<file path="config.mk">
export PLATFORM = sky130hd
export DESIGN_NAME = modbus_rtu_position_response_rx_flat
export DESIGN_NICKNAME = d
export VERILOG_FILES = /design/src/mbrtu_pkg.sv /design/src/mbrtu_in_if.sv /design/src/mbrtu_out_if.sv /design/src/mbrtu_frame_rx.sv /design/src/mbrtu_result.sv /design/src/modbus_rtu_position_response_rx.sv /design/src/flat_wrapper.sv
export SDC_FILE = /design/constraint.sdc
export NUM_CORES = 1
export LEC_CHECK = 0
export BUFFER_PORTS_ARGS = -buffer_cell sky130_fd_sc_hd__buf_2
export CAP_MARGIN = 20
export CORE_ASPECT_RATIO = 1.4
export CORE_UTILIZATION = 40
export CTS_CLUSTER_DIAMETER = 200
export CTS_CLUSTER_SIZE = 28
export DETAILED_ROUTE_END_ITERATION = 8
export GPL_TIMING_DRIVEN = 0
export PLACE_DENSITY = 0.54
export SLEW_MARGIN = 0
export SYNTH_ARGS = -nofsm -noshare
export SYNTH_HDL_FRONTEND = slang
export SYNTH_SLANG_ARGS = --single-unit
export TNS_END_PERCENT = 50
</file>
<file path="constraint.sdc">
create_clock -name clk -period 4.5 [get_ports clk]
set_clock_uncertainty 0.05 [all_clocks]
set_input_delay 0.225 -clock clk [delete_from_list [all_inputs] [get_ports clk]]
set_output_delay 0.225 -clock clk [all_outputs]
set_load 0.05 [all_outputs]
</file>
<file path="src/mbrtu_pkg.sv">
// Shared types, constants and the CRC byte step for the Modbus RTU response receiver.
// No dependencies.
package mbrtu_pkg;

  localparam int MAX_FRAME = 64;
  localparam int IDX_W     = $clog2(MAX_FRAME);
  localparam int LEN_W     = 6;
  localparam int CMP_W     = (IDX_W > LEN_W) ? IDX_W : LEN_W;
  localparam int CFG_W     = 16;

  localparam logic [IDX_W-1:0] LAST_IDX = IDX_W'(MAX_FRAME - 1);

  localparam logic [15:0]      CRC_POLY     = 16'hA001;
  localparam logic [15:0]      CRC_INIT     = 16'hFFFF;
  localparam logic [15:0]      FIX_RESET    = 16'd271;
  localparam logic [LEN_W-1:0] FIX_LEN      = LEN_W'(13);
  localparam logic [LEN_W-1:0] MIN_LEN      = LEN_W'(4);

  // request codes
  localparam logic [1:0] REQ_ARM  = 2'd0;
  localparam logic [1:0] REQ_BYTE = 2'd1;
  localparam logic [1:0] REQ_TMO  = 2'd2;

  // configuration register indexes
  localparam logic CFG_RETRY_LIMIT = 1'b0;
  localparam logic CFG_FIX_STATUS  = 1'b1;

  // captured frame bytes: tag id, status, x, y (big-endian), offsets 3..10
  localparam int               CAP_N     = 8;
  localparam logic [IDX_W-1:0] CAP_FIRST = IDX_W'(3);
  localparam logic [IDX_W-1:0] CAP_LAST  = IDX_W'(10);

  typedef struct packed {
    logic        done;
    logic        tmo;
    logic [15:0] crc;
    logic [7:0]  crc_hi;
    logic        fix;
    logic [1:0]  tag;
    logic [15:0] x;
    logic [15:0] y;
  } beat_t;

  function automatic logic [15:0] crc16_byte(input logic [15:0] crc_in,
                                             input logic [7:0]  data);
    logic [15:0] c;
    c = crc_in ^ {8'h00, data};
    for (int b = 0; b < 8; b++) begin
      if (c[0]) begin
        c = (c >> 1) ^ CRC_POLY;
      end else begin
        c = c >> 1;
      end
    end
    return c;
  endfunction

endpackage

</file>
<file path="src/mbrtu_in_if.sv">
// Input channel of the receiver: request beats.
// No dependencies.
interface mbrtu_in_if;
  logic       valid;
  logic       ready;
  logic [1:0] req_type;
  logic [7:0] rx_byte;
  logic [5:0] expected_length;

  modport source (output valid, req_type, rx_byte, expected_length, input ready);
  modport sink   (input valid, req_type, rx_byte, expected_length, output ready);
endinterface

</file>
<file path="src/mbrtu_out_if.sv">
// Result channel of the receiver: flags, retry count and tag coordinates.
// No dependencies.
interface mbrtu_out_if;
  logic               valid;
  logic               ready;
  logic               frame_done;
  logic               crc_ok;
  logic               position_updated;
  logic               link_error;
  logic [7:0]         retry_count;
  logic signed [15:0] tag0_x;
  logic signed [15:0] tag0_y;
  logic signed [15:0] tag1_x;
  logic signed [15:0] tag1_y;
  logic signed [15:0] tag2_x;
  logic signed [15:0] tag2_y;

  modport source (output valid, frame_done, crc_ok, position_updated, link_error,
                  retry_count, tag0_x, tag0_y, tag1_x, tag1_y, tag2_x, tag2_y,
                  input ready);
  modport sink   (input valid, frame_done, crc_ok, position_updated, link_error,
                  retry_count, tag0_x, tag0_y, tag1_x, tag1_y, tag2_x, tag2_y,
                  output ready);
endinterface

</file>
<file path="src/mbrtu_frame_rx.sv">
// Front stage: arming, frame store memory, running CRC and field capture.
// Depends on mbrtu_pkg and mbrtu_in_if.
module mbrtu_frame_rx (
  input  logic                clk,
  input  logic                rst_n,
  mbrtu_in_if.sink            in_ch,
  input  logic [15:0]         fix_status,
  input  logic                take,
  output logic                s1_valid,
  output mbrtu_pkg::beat_t    s1_beat,
  output logic [7:0]          rd_byte
);
  import mbrtu_pkg::*;

  logic [7:0]       mem [MAX_FRAME];

  logic             armed_r, armed_nxt;
  logic [IDX_W-1:0] idx_r, idx_nxt;
  logic [LEN_W-1:0] len_r, len_nxt;
  logic [15:0]      crc_r, crc_nxt;
  logic             s1_valid_r, s1_valid_nxt;
  beat_t            beat_r, beat_nxt;
  logic [7:0]       rd_r;
  logic [7:0]       cap_r [CAP_N];

  logic             accept;
  logic             we;
  logic             cap_we;
  logic [2:0]       cap_sel;
  logic [IDX_W-1:0] inc;
  logic [IDX_W-1:0] rd_addr;
  logic [CMP_W-1:0] len_ext;
  logic             tag_ok;

  assign in_ch.ready = !s1_valid_r || take;
  assign accept      = in_ch.valid && in_ch.ready;
  assign s1_valid    = s1_valid_r;
  assign s1_beat     = beat_r;
  assign rd_byte     = rd_r;

  assign len_ext = CMP_W'(len_r);
  assign inc     = idx_r + IDX_W'(1);
  assign rd_addr = (idx_r == '0) ? LAST_IDX : idx_r - IDX_W'(1);
  assign cap_sel = 3'(idx_r - CAP_FIRST);
  assign cap_we  = we && (idx_r >= CAP_FIRST) && (idx_r <= CAP_LAST);
  assign tag_ok  = (cap_r[0] == 8'h00) && (cap_r[1] <= 8'd2);

  always_comb begin
    armed_nxt    = armed_r;
    idx_nxt      = idx_r;
    len_nxt      = len_r;
    crc_nxt      = crc_r;
    s1_valid_nxt = s1_valid_r;
    beat_nxt     = beat_r;
    we           = 1'b0;
    if (take) begin
      s1_valid_nxt = 1'b0;
    end
    if (accept) begin
      s1_valid_nxt = 1'b1;
      beat_nxt     = '0;
      case (in_ch.req_type)
        REQ_ARM: begin
          len_nxt   = (in_ch.expected_length < MIN_LEN) ? MIN_LEN : in_ch.expected_length;
          idx_nxt   = '0;
          armed_nxt = 1'b1;
          crc_nxt   = CRC_INIT;
        end
        REQ_BYTE: begin
          if (armed_r) begin
            we = 1'b1;
            if (CMP_W'(idx_r) < len_ext - CMP_W'(2)) begin
              crc_nxt = crc16_byte(crc_r, in_ch.rx_byte);
            end
            idx_nxt = (inc == LAST_IDX) ? '0 : inc;
            if (CMP_W'(idx_nxt) >= len_ext) begin
              armed_nxt       = 1'b0;
              idx_nxt         = '0;
              beat_nxt.done   = 1'b1;
              beat_nxt.crc    = crc_r;
              beat_nxt.crc_hi = in_ch.rx_byte;
              beat_nxt.fix    = (len_r == FIX_LEN) && ({cap_r[2], cap_r[3]} == fix_status)
                                && tag_ok;
              beat_nxt.tag    = cap_r[1][1:0];
              beat_nxt.x      = {cap_r[4], cap_r[5]};
              beat_nxt.y      = {cap_r[6], cap_r[7]};
            end
          end
        end
        REQ_TMO: begin
          if (armed_r) begin
            armed_nxt    = 1'b0;
            beat_nxt.tmo = 1'b1;
          end
        end
        default: begin
        end
      endcase
    end
  end

  always_ff @(posedge clk) begin
    if (!rst_n) begin
      armed_r    <= 1'b0;
      idx_r      <= '0;
      len_r      <= '0;
      crc_r      <= CRC_INIT;
      s1_valid_r <= 1'b0;
    end else begin
      armed_r    <= armed_nxt;
      idx_r      <= idx_nxt;
      len_r      <= len_nxt;
      crc_r      <= crc_nxt;
      s1_valid_r <= s1_valid_nxt;
    end
  end

  always_ff @(posedge clk) begin
    beat_r <= beat_nxt;
    if (cap_we) begin
      cap_r[cap_sel] <= in_ch.rx_byte;
    end
  end

  // frame store: one write, one registered read of the previous byte (CRC low)
  always_ff @(posedge clk) begin
    if (we) begin
      mem[idx_r] <= in_ch.rx_byte;
    end
    if (accept) begin
      rd_r <= mem[rd_addr];
    end
  end

endmodule

</file>
<file path="src/mbrtu_result.sv">
// Result stage: CRC compare, retry counting, tag coordinate registers, output beat.
// Depends on mbrtu_pkg and mbrtu_out_if.
module mbrtu_result (
  input  logic                clk,
  input  logic                rst_n,
  input  logic                s1_valid,
  input  mbrtu_pkg::beat_t    s1_beat,
  input  logic [7:0]          rd_byte,
  input  logic [7:0]          retry_limit,
  output logic                take,
  mbrtu_out_if.source         out_ch
);
  import mbrtu_pkg::*;

  logic        out_valid_r, out_valid_nxt;
  logic        done_r, done_nxt;
  logic        ok_r, ok_nxt;
  logic        upd_r, upd_nxt;
  logic        lerr_r, lerr_nxt;
  logic [7:0]  fc_r, fc_nxt;
  logic [15:0] tag_r [6];
  logic [15:0] tag_nxt [6];
  logic [7:0]  bumped;
  logic        crc_match;
  logic        bump;

  assign take      = s1_valid && (!out_valid_r || out_ch.ready);
  assign crc_match = s1_beat.crc == {s1_beat.crc_hi, rd_byte};
  assign bumped    = fc_r + 8'd1;
  assign bump      = s1_beat.tmo || (s1_beat.done && !crc_match);

  always_comb begin
    out_valid_nxt = out_valid_r;
    done_nxt      = done_r;
    ok_nxt        = ok_r;
    upd_nxt       = upd_r;
    lerr_nxt      = lerr_r;
    fc_nxt        = fc_r;
    tag_nxt       = tag_r;
    if (out_valid_r && out_ch.ready) begin
      out_valid_nxt = 1'b0;
    end
    if (take) begin
      out_valid_nxt = 1'b1;
      done_nxt      = s1_beat.done;
      ok_nxt        = s1_beat.done && crc_match;
      upd_nxt       = s1_beat.done && crc_match && s1_beat.fix;
      lerr_nxt      = 1'b0;
      if (s1_beat.done && crc_match) begin
        fc_nxt = '0;
        if (s1_beat.fix) begin
          tag_nxt[{s1_beat.tag, 1'b0}] = s1_beat.x;
          tag_nxt[{s1_beat.tag, 1'b1}] = s1_beat.y;
        end
      end
      if (bump) begin
        if (retry_limit == '0) begin
          fc_nxt = '0;
        end else if (bumped >= retry_limit) begin
          fc_nxt   = '0;
          lerr_nxt = 1'b1;
        end else begin
          fc_nxt = bumped;
        end
      end
    end
  end

  always_ff @(posedge clk) begin
    if (!rst_n) begin
      out_valid_r <= 1'b0;
      fc_r        <= '0;
      for (int k = 0; k < 6; k++) begin
        tag_r[k] <= '0;
      end
    end else begin
      out_valid_r <= out_valid_nxt;
      fc_r        <= fc_nxt;
      tag_r       <= tag_nxt;
    end
  end

  always_ff @(posedge clk) begin
    done_r <= done_nxt;
    ok_r   <= ok_nxt;
    upd_r  <= upd_nxt;
    lerr_r <= lerr_nxt;
  end

  assign out_ch.valid            = out_valid_r;
  assign out_ch.frame_done       = done_r;
  assign out_ch.crc_ok           = ok_r;
  assign out_ch.position_updated = upd_r;
  assign out_ch.link_error       = lerr_r;
  assign out_ch.retry_count      = fc_r;
  assign out_ch.tag0_x           = tag_r[0];
  assign out_ch.tag0_y           = tag_r[1];
  assign out_ch.tag1_x           = tag_r[2];
  assign out_ch.tag1_y           = tag_r[3];
  assign out_ch.tag2_x           = tag_r[4];
  assign out_ch.tag2_y           = tag_r[5];

endmodule

</file>
<file path="src/modbus_rtu_position_response_rx.sv">
// Modbus RTU response receiver, top level. Beats pass s1, then the result register. One
// beat per cycle unless out_ch stalls, each with one frame-store read and at most one
// write. Reset (rst_n, synchronous, active low) clears control state, retry count and tag
// coordinates, and sets retry_limit to 0 and fix_status_word to 271; no clearing pass.
// Depends on mbrtu_pkg, mbrtu_in_if, mbrtu_out_if, mbrtu_frame_rx, mbrtu_result.
module modbus_rtu_position_response_rx (
  input  logic                    clk,
  input  logic                    rst_n,
  mbrtu_in_if.sink                in_ch,
  mbrtu_out_if.source             out_ch,
  input  logic                    cfg_we,
  input  logic                    cfg_idx,
  input  logic [mbrtu_pkg::CFG_W-1:0] cfg_wdata
);
  import mbrtu_pkg::*;

  logic [7:0]  retry_limit_r;
  logic [15:0] fix_status_r;
  logic        take;
  logic        s1_valid;
  beat_t       s1_beat;
  logic [7:0]  rd_byte;

  always_ff @(posedge clk) begin
    if (!rst_n) begin
      retry_limit_r <= '0;
      fix_status_r  <= FIX_RESET;
    end else if (cfg_we) begin
      case (cfg_idx)
        CFG_RETRY_LIMIT: retry_limit_r <= cfg_wdata[7:0];
        CFG_FIX_STATUS:  fix_status_r  <= cfg_wdata[15:0];
        default: begin
        end
      endcase
    end
  end

  mbrtu_frame_rx u_frame (
    .clk        (clk),
    .rst_n      (rst_n),
    .in_ch      (in_ch),
    .fix_status (fix_status_r),
    .take       (take),
    .s1_valid   (s1_valid),
    .s1_beat    (s1_beat),
    .rd_byte    (rd_byte)
  );

  mbrtu_result u_result (
    .clk         (clk),
    .rst_n       (rst_n),
    .s1_valid    (s1_valid),
    .s1_beat     (s1_beat),
    .rd_byte     (rd_byte),
    .retry_limit (retry_limit_r),
    .take        (take),
    .out_ch      (out_ch)
  );

  a_ready_when_drained: assert property (@(posedge clk) disable iff (!rst_n)
    !out_ch.valid |-> in_ch.ready)
    else $error("input stalled with empty result register");

  a_flag_chain: assert property (@(posedge clk) disable iff (!rst_n)
    out_ch.valid |-> ((!out_ch.crc_ok || out_ch.frame_done) &&
                      (!out_ch.position_updated || out_ch.crc_ok)))
    else $error("result flags inconsistent");

  a_link_error_clears: assert property (@(posedge clk) disable iff (!rst_n)
    (out_ch.valid && out_ch.link_error) |-> (out_ch.retry_count == 8'd0))
    else $error("link error without cleared retry count");

  a_ok_no_fail: assert property (@(posedge clk) disable iff (!rst_n)
    (out_ch.valid && out_ch.crc_ok) |-> (!out_ch.link_error && out_ch.retry_count == 8'd0))
    else $error("passing frame left a retry count");

endmodule

</file>
<file path="src/flat_wrapper.sv">
// flat-port wrapper written by rule: the top's interface ports become plain ports
module modbus_rtu_position_response_rx_flat import mbrtu_pkg::*;
  (clk, rst_n, cfg_we, cfg_idx, cfg_wdata, in_ch_valid, in_ch_req_type, in_ch_rx_byte, in_ch_expected_length, in_ch_ready, out_ch_valid, out_ch_frame_done, out_ch_crc_ok, out_ch_position_updated, out_ch_link_error, out_ch_retry_count, out_ch_tag0_x, out_ch_tag0_y, out_ch_tag1_x, out_ch_tag1_y, out_ch_tag2_x, out_ch_tag2_y, out_ch_ready);
  mbrtu_in_if in_ch_i ();
  mbrtu_out_if out_ch_i ();
  input  logic clk;
  input  logic rst_n;
  input  logic cfg_we;
  input  logic cfg_idx;
  input  logic [mbrtu_pkg::CFG_W-1:0] cfg_wdata;
  input wire logic [$bits(in_ch_i.valid)-1:0] in_ch_valid;
  input wire logic [$bits(in_ch_i.req_type)-1:0] in_ch_req_type;
  input wire logic [$bits(in_ch_i.rx_byte)-1:0] in_ch_rx_byte;
  input wire logic [$bits(in_ch_i.expected_length)-1:0] in_ch_expected_length;
  output wire logic [$bits(in_ch_i.ready)-1:0] in_ch_ready;
  output wire logic [$bits(out_ch_i.valid)-1:0] out_ch_valid;
  output wire logic [$bits(out_ch_i.frame_done)-1:0] out_ch_frame_done;
  output wire logic [$bits(out_ch_i.crc_ok)-1:0] out_ch_crc_ok;
  output wire logic [$bits(out_ch_i.position_updated)-1:0] out_ch_position_updated;
  output wire logic [$bits(out_ch_i.link_error)-1:0] out_ch_link_error;
  output wire logic [$bits(out_ch_i.retry_count)-1:0] out_ch_retry_count;
  output wire logic [$bits(out_ch_i.tag0_x)-1:0] out_ch_tag0_x;
  output wire logic [$bits(out_ch_i.tag0_y)-1:0] out_ch_tag0_y;
  output wire logic [$bits(out_ch_i.tag1_x)-1:0] out_ch_tag1_x;
  output wire logic [$bits(out_ch_i.tag1_y)-1:0] out_ch_tag1_y;
  output wire logic [$bits(out_ch_i.tag2_x)-1:0] out_ch_tag2_x;
  output wire logic [$bits(out_ch_i.tag2_y)-1:0] out_ch_tag2_y;
  input wire logic [$bits(out_ch_i.ready)-1:0] out_ch_ready;
  assign in_ch_i.valid = in_ch_valid;
  assign in_ch_i.req_type = in_ch_req_type;
  assign in_ch_i.rx_byte = in_ch_rx_byte;
  assign in_ch_i.expected_length = in_ch_expected_length;
  assign in_ch_ready = in_ch_i.ready;
  assign out_ch_valid = out_ch_i.valid;
  assign out_ch_frame_done = out_ch_i.frame_done;
  assign out_ch_crc_ok = out_ch_i.crc_ok;
  assign out_ch_position_updated = out_ch_i.position_updated;
  assign out_ch_link_error = out_ch_i.link_error;
  assign out_ch_retry_count = out_ch_i.retry_count;
  assign out_ch_tag0_x = out_ch_i.tag0_x;
  assign out_ch_tag0_y = out_ch_i.tag0_y;
  assign out_ch_tag1_x = out_ch_i.tag1_x;
  assign out_ch_tag1_y = out_ch_i.tag1_y;
  assign out_ch_tag2_x = out_ch_i.tag2_x;
  assign out_ch_tag2_y = out_ch_i.tag2_y;
  assign out_ch_i.ready = out_ch_ready;
  modbus_rtu_position_response_rx u_core (.clk(clk), .rst_n(rst_n), .in_ch(in_ch_i), .out_ch(out_ch_i), .cfg_we(cfg_we), .cfg_idx(cfg_idx), .cfg_wdata(cfg_wdata));
endmodule
</file>
==> impl_results.md, run 1 <==
* Status: finished, violations left
* Failing checks: negative setup slack
* Die area at 0.08137 mm²
* Pwr/cell area at 343.0 mW/mm²
* Mean number of vias per cell at 5.632
* Mux contribution to synthesized area at 0.02316
* Detailed Place HPWL at 72750 µm
* Average cell area after synthesis at 12.52 µm²
* Cell family with most CP delay: buffers and inverters
* I/O pin count at 148
* CP cell instances: buf_4 > inv_2 > clkbuf_2 > ha_2 > nand2b_2 > nor2_1 > xnor2_2 > buf_1 > nand4_1 > o21ai_1 > a22oi_1 > o41ai_2
* Pleak at 0.01199 µW
* Adder-cell share of the synthesized area at 0.01014
* Max H-tree Level at 2
* Largest net degree at the start of global routing at 75
* Slowest stage delay, CP at 0.77 ns
* Vias in the first global route at 20740
* Hold crit path type: primary input to register
* Post-DRT Antenna Nets at 0
* Setup bufs post-CTS at 0
* Remaining Overflow, GRT at 0
* # setup viols final at 1
* Area grow syn2layout at 11.49%
* Post-synthesis sequential area ratio at 0.7066
* Maxcap violations at 0
* Post-synthesis simple-gate area fraction at 0.1529
* Final hold violation count at 0
* Rows at 122
* Initial Util at 0.4050
* Vias at 21720
* Max Slew Vio Count at 0
* Main combinational cell family by area after synthesis: simple AND/OR/NAND/NOR gates
* Slew Limit Headroom at 0.2318
* CTS tree: yes
* VDD IR max at 268.1 µV
* Multi-input gate area at 0.008702 mm²
* Antenna fix cells at 0
* Async set or reset register ratio after synthesis at 0
* Max Root-Sink Buffers at 3
* Place WS at -1.035 ns
* Worst skew pair latency at 0.61 ns
* DRC viols at 0
* Final worst setup slack at -0.07797 ns
* CP max-delay cell: buf_1
* Post-Route WL at 105500 µm
* Core area at 0.07922 mm²
* Worst-Margin Slew at 1.148 ns
* Nets at 2856
* CP arrival at 4.86 ns
* RePlAce Congestion at 0.9305
* Crit Path Class: register to register
* Share of layout cells above drive strength 1 at 0.1170
* Gr usage total at 0.2582
* Commonest non-fill, non-tap cells in the layout: edfxtp_1 (649), nand2_1 (639), buf_2 (202)
* Clk sink count at 808
* CP endpoint kind: register
* Clk slew on worst S/H paths at 0.11 ns
* WL/cell at 27.36 µm
* Worst EP required at 4.78 ns
* Post-synth EDFFs at 649
* Worst Path Max Fanout at 12
* WP buf/inv at 4
* Leading cell type in the layout, fill and taps excluded: edfxtp_1
* Initial antenna violation count at 3
* Die H at 337.1 µm
* Setup TNS at -0.07797 ns
* FF+latch area at 0.02267 mm²
* Final cell count without fillers at 3857
* Largest register FFs at 512
* Net Count, Synth at 2627
* First-pass GRT wire length at 147600 µm
* RSZ-0062 raised after global routing: yes
* Yosys cell types at 72
* Dominant synthesized flop cell: edfxtp_1
* Initial DRC count at 2185
* Synth Area in Compound Gates at 0.06333
* TritonCTS buffer count at 34
* WHS at 0.008790 ns
* Largest reg by FF count: u_core.u_frame.mem
* Post-Syn Instances at 2563
* XOR/XNOR share of the synthesized area at 0.02008
* #FFs+latches synth at 808
* Tmin final at 4.578 ns
* Port bufs at 147
* F_max at 218.4 MHz
* Period utilisation layout at 1.017
* FILL cells at 7187
* Root Buffer Master: clkbuf_16
* 1st-pass router iterations at 6
* Cell Area, Synth at 0.03209 mm²
* Critical Path Source Type: register
* Yosys warnings at 0
* Die width at 241.4 µm
* Placed instance count at 3778
Yosys cell counts, drive strengths merged (6+ instances only):
library cell	count	area share
o21ai	26	0.0044
and3	7	0.0014
nor2	115	0.014
a32oi	48	0.013
a311oi	6	0.0016
nand2	641	0.075
a21oi	134	0.021
ha	26	0.010
and2	71	0.014
or3	12	0.0023
xnor2	58	0.016
nand4	50	0.0097
nand3	164	0.026
buf	81	0.014
a21o	6	0.0014
mux2i	63	0.020
nand2b	6	0.0012
dfxtp	159	0.099
nor4	9	0.0021
nor3	17	0.0028
inv	20	0.0023
clkbuf	64	0.0075
xor2	13	0.0038
a31oi	20	0.0044
edfxtp	649	0.61
a22o	8	0.0022
a22oi	6	0.0014
o22ai	21	0.0041
nor2b	7	0.0014
cells by family after synthesis:
logic type	Yosys count
XOR/XNOR	71
buffers and inverters	166
adder cells (fa/ha/maj)	26
AO/OA/AOI/OAI	310
AND/OR/NAND/NOR	1113
multiplexers	69
flip-flops	808
metrics by stage:
| stage | total power (µW) | util | instance area [µm²] |
|---|---|---|---|
| after floorplan | 8441 | - | 32090 |
| after global placement | 8637 | 0.4309 | 34140 |
| after detailed placement | 8657 | 0.4345 | 34420 |
| after CTS | 12340 | 0.4506 | 35700 |
| after global routing | 12590 | 0.4515 | 35770 |
| final | 12270 | 0.4515 | 35770 |
cell type report:
cell class / count / area share
buffer: 144 / 0.02011
clock buffer: 45 / 0.02553
clock inverter: 2 / 0.001084
inverter: 21 / 0.002203
multi-input combinational: 1589 / 0.2433
sequential: 808 / 0.6338
tap: 1054 / 0.03686
timing repair buffer: 194 / 0.03714
repair_timing:
item                       4_1_cts  5_1_grt
setup endpoints to repair       75       70
hold buffers                    28        0
resized for setup               16       17
cloned                           0        0
hold endpoints to repair        51        0
per-layer routing:
metal | wire [µm] | track usage
met5 | 22 | 0
met2 | 52320 | 0.4496
met4 | 7220 | 0.1493
met1 | 38260 | 0.2970
met3 | 7705 | 0.04483
power by group:
group,internal [µW],total [µW],switching [µW]
Clock,1510,3770,2260
Combinational,118,381,263
Sequential,8090,8120,32.7
final timing paths:
check                                    start                                end  slack, ns  depth (start not counted)
min                           in_ch_rx_byte[5]           u_core.u_frame.mem[0][5]      0.009                          1
max                    u_core.u_frame.idx_r[0]          u_core.u_frame.rd_byte[5]      -0.08                         12
max reg2reg            u_core.u_frame.idx_r[0]          u_core.u_frame.rd_byte[5]      -0.08                         12
min reg2reg  u_core.u_result.out_ch.tag0_x[10]  u_core.u_result.out_ch.tag0_x[10]       0.40                          2
No activity file was read; power rests on OpenSTA's default activity.
==> run 2, diff against run 1 <==
--- a/config.mk
+++ b/config.mk
@@ -17,5 +17,6 @@
 export SLEW_MARGIN = 0
 export SYNTH_ARGS = -nofsm -noshare
 export SYNTH_HDL_FRONTEND = slang
+export SYNTH_HIERARCHICAL = 1
 export SYNTH_SLANG_ARGS = --single-unit
 export TNS_END_PERCENT = 50
==> run 2 against run 1 <==
Net effect:
- the flow still finishes with violations (negative setup slack)
- combinational power increased by 4%
- via count grew 3.6%
- critical path depth decreased by 1
- clock-buffer cell count rose by 2
- die area grew 2.1%
- core utilization rose by 0.21 points
- area after synthesis is 2.1% higher
- sequential cell count did not move
- critical path type unchanged
- largest cell class unchanged
==> impl_results.md, run 2 <==
* Status: finished, violations left
* Failing checks: negative setup slack
* Net Count, Synth at 2653 (+0.99%)
* Worst skew pair latency at 0.60 ns (about the same)
* Worst hold path startpoint: in_ch_req_type[0]
* Final cell count without fillers at 3899 (+1.1%)
* Place WS at -1.482 ns (-0.4466 ns)
* Core area at 0.08080 mm² (+2.0%)
* CP cell instances: clkbuf_4 > clkinv_2 > ha_1 > nand2b_1 > nor2_1 > xnor2_1 > clkbuf_1 > nor2_1 > o21ai_0 > a31o_1 > and3_1
* Largest reg by FF count: u_core/u_frame/mem
* Port bufs at 146 (-0.68%)
* Metal-1 WL at 38790 µm (+1.4%)
* Clk slew on worst S/H paths at 0.12 ns (about the same)
* CP arrival at 4.84 ns (-0.02 ns)
* RSZ-0062 raised after global routing: yes
* Detailed Place HPWL at 73240 µm (+0.67%)
* Reg2reg end: u_core/u_frame/rd_byte[7]
* Die H at 340.7 µm (+1.1%)
* VDD IR max at 294.1 µV (+9.7%)
* DR top layer: met4
* Antenna fix cells at 0 (unchanged)
* WL/cell at 27.39 µm (+0.12%)
* Cell Area, Synth at 0.03277 mm² (+2.1%)
* Area grow syn2layout at 11.85%
* Largest area contributor in the synthesized netlist: edfxtp_1
* CP endpoint kind: register
* Share of layout cells above drive strength 1 at 0.1339 (+0.01693)
* Post-Route WL at 106800 µm (+1.2%)
* Mean number of vias per cell at 5.773 (+2.5%)
* Finished Cell Area at 0.03666 mm² (+2.5%)
* Worst Path Max Fanout at 11 (-1)
* Critical R2R Launch: u_core/u_frame/idx_r[0]
* Setup bufs post-CTS at 0 (unchanged)
* Clk sink count at 808 (unchanged)
* CTS tree: yes
* Crit path depth at 11 (-1)
* Initial DRC count at 2277 (+4.2%)
* Die width at 243.9 µm (+1.1%)
* Initial Util at 0.4056 (+0.0006181)
* Vias at 22510 (+3.6%)
* Final worst setup slack at -0.03607 ns (+0.04189 ns)
* Crit Path Class: register to register
* Nets at 2887 (+1.1%)
* Post-Syn Instances at 2590 (+1.1%)
* Die area at 0.08310 mm² (+2.1%)
* Pwr/cell area at 335.3 mW/mm² (-2.3%)
* Reg2Reg Depth at 11 (-1)
* WP buf/inv at 3 (-1)
* Largest net degree at the start of global routing at 75 (unchanged)
* Gr usage total at 0.2536 (-0.004552)
* Post-DRT Antenna Nets at 0 (unchanged)
* F_max at 220.5 MHz (+0.92%)
* Largest register FFs at 512 (unchanged)
* Final hold violation count at 0 (unchanged)
* Max H-tree Level at 2 (unchanged)
* Worst Hold End: u_core/u_frame/crc_r[7]
* #FFs+latches synth at 808 (unchanged)
* Root Buffer Master: clkbuf_16
* Tmin final at 4.536 ns (-0.04189 ns)
* Slowest stage delay, CP at 0.78 ns (about the same)
* Critical Path Source Type: register
* Metal3 WL at 7199 µm (-6.6%)
* R2R setup slack at -0.04 ns (+0.04 ns)
* CP max-delay cell: nor2_1
* Commonest non-fill, non-tap cells in the layout: edfxtp_1 (649), nand2_1 (428), nand3_1 (249)
* WHS Path Cells at 3 (+2)
* Worst-Margin Slew at 1.163 ns (+0.01453 ns)
* Hold crit path type: primary input to register
* Rows at 123 (+0.82%)
* Slew Limit Headroom at 0.2221 (-0.009722)
* Placed instance count at 3820 (+1.1%)
* Cell with the most instances after synthesis: edfxtp_1
* DRC viols at 0 (unchanged)
* Remaining Overflow, GRT at 0 (unchanged)
* TritonCTS buffer count at 34 (unchanged)
* RePlAce Congestion at 0.9298 (about the same)
* Max Slew Vio Count at 0 (unchanged)
* 1st-pass router iterations at 6 (unchanged)
* Dpl cell area at 0.03518 mm² (+2.2%)
* # setup viols final at 1 (unchanged)
* Period utilisation layout at 1.008 (-0.009310)
* Async set or reset register ratio after synthesis at 0 (unchanged)
* Maxcap violations at 0 (unchanged)
* Post-synthesis sequential area ratio at 0.6918 (-0.01481)
* Setup TNS at -0.03607 ns (+0.04189 ns)
* Pleak at 0.01224 µW (+2.0%)
* Worst EP required at 4.81 ns (+0.03 ns)
* Critical path's most frequent cell: nor2_1
* Top cells by count, synth: edfxtp_1 (649), nand2_1 (428), nand3_1 (250)
* Post-synth top area share at 0.5947 (-0.01273)
* First-pass GRT wire length at 151700 µm (+2.8%)
* Yosys cell types at 75 (+4.2%)
* Yosys warnings at 6 (+6)
* Post-synth EDFFs at 649 (unchanged)
* Vias in the first global route at 21530 (+3.8%)
* Initial antenna violation count at 1 (-2)
* I/O pin count at 148 (unchanged)
* Top cells by area, synth: edfxtp_1 (59%), dfxtp_1 (9.7%), nand2_1 (4.9%), nand3_1 (3.8%), mux2i_1 (2.6%)
* Leading cell type in the layout, fill and taps excluded: edfxtp_1
* Met2 WL at 54500 µm (+4.2%)
* Cell family with most CP delay: simple AND/OR/NAND/NOR gates
* Max Root-Sink Buffers at 3 (unchanged)
* Average cell area after synthesis at 12.65 µm² (+1.1%)
* Dominant synthesized flop cell: edfxtp_1
-- run 2: cell types whose count changed after synthesis, moves of 17 or more --
| cell | delta |
|---|---|
| mux2i_1 | +22 |
| xnor2_1 | -17 |
| a31oi_1 | +26 |
| nand3_1 | +87 |
| clkbuf_1 | +22 |
| nor2_1 | -36 |
| o21ai_0 | +59 |
| o21ai_1 | +32 |
| nor3_1 | +18 |
| nand2_1 | -213 |
-- run 2: worst max-delay path by stage --
stage	startpoint	to	slack, ns
after floorplan	u_core/u_result/out_ch.valid	u_core/u_frame/mem[1][0]	0.35
after global placement	u_core/u_frame/idx_r[0]	u_core/u_frame/rd_byte[3]	-1.51
after detailed placement	u_core/u_frame/idx_r[0]	u_core/u_frame/rd_byte[3]	-1.48
after CTS	u_core/u_frame/idx_r[0]	u_core/u_frame/rd_byte[2]	-0.001
after global routing	u_core/u_frame/idx_r[0]	u_core/u_frame/rd_byte[3]	-0.007
final	u_core/u_frame/idx_r[0]	u_core/u_frame/rd_byte[7]	-0.04
-- run 2: logic make-up (layout without fill, tap and decap cells) --
family	count (synthesis)	after routing	synth area share
AOI/OAI and AO/OA	420	420	0.08086
and+or+nand+nor	969	969	0.1378
DFF	808	808	0.6918
adders and majority gates	25	25	0.009545
muxes	93	93	0.03146
xor gates and xnor gates	68	68	0.01901
buffers and inverters	207	454	0.02951
-- run 2: cell type report --
type                       instances  area (µm²)
fill                            7321       44140
sequential                       808       22670
multi-input combinational       1575        9346
tap                             1062        1329
timing repair buffer             199        1295
clock buffer                      47       920.9
buffer                           172       919.6
inverter                          33       128.9
clock inverter                     2       38.79
timing repair inverter             1       5.005
-- run 2: report_power, final --
part / total (µW) / internal (µW) / switching, µW
combinational: 395 / 116 / 279
clock: 3760 / 1510 / 2240
sequential: 8140 / 8100 / 37.7
-- run 2: what timing repair did --
item                       in CTS  in global routing
gates cloned                    0                  1
pin swaps                       0                  1
hold buffers                   27                  0
setup endpoints to repair      81                 86
gates resized for setup        57                 23
hold endpoints to repair       32                  0
-- run 2: metal layers --
layer / vias to the layer above / GRT usage
met5: - / 0
met4: 0 / 0.1273
met3: 236 / 0.03358
met2: 1049 / 0.4553
met1: 11210 / 0.2953
li1: 10010 / -
-- run 2: worst reg2reg max path: stages (launching register included) --
cell and delay, ns:
dfxtp_1 0.50, clkbuf_4 0.29, clkinv_2 0.18, ha_1 0.33
nand2b_1 0.25, nor2_1 0.15, xnor2_1 0.22, clkbuf_1 0.47
nor2_1 0.79, o21ai_0 0.44, a31o_1 0.41, and3_1 0.23
-- run 2: per-stage QoR --
stage | power, µW | hold WS [ns] | utilization
2_1_floorplan | 8477 | 0.2739 | -
3_3_place_gp | 8670 | 0.4061 | 0.4312
3_5_place_dp | 8684 | 0.4094 | 0.4354
4_1_cts | 12390 | 0.05598 | 0.4525
5_1_grt | 12650 | 0.1167 | 0.4537
6_report | 12290 | 0.1069 | 0.4537
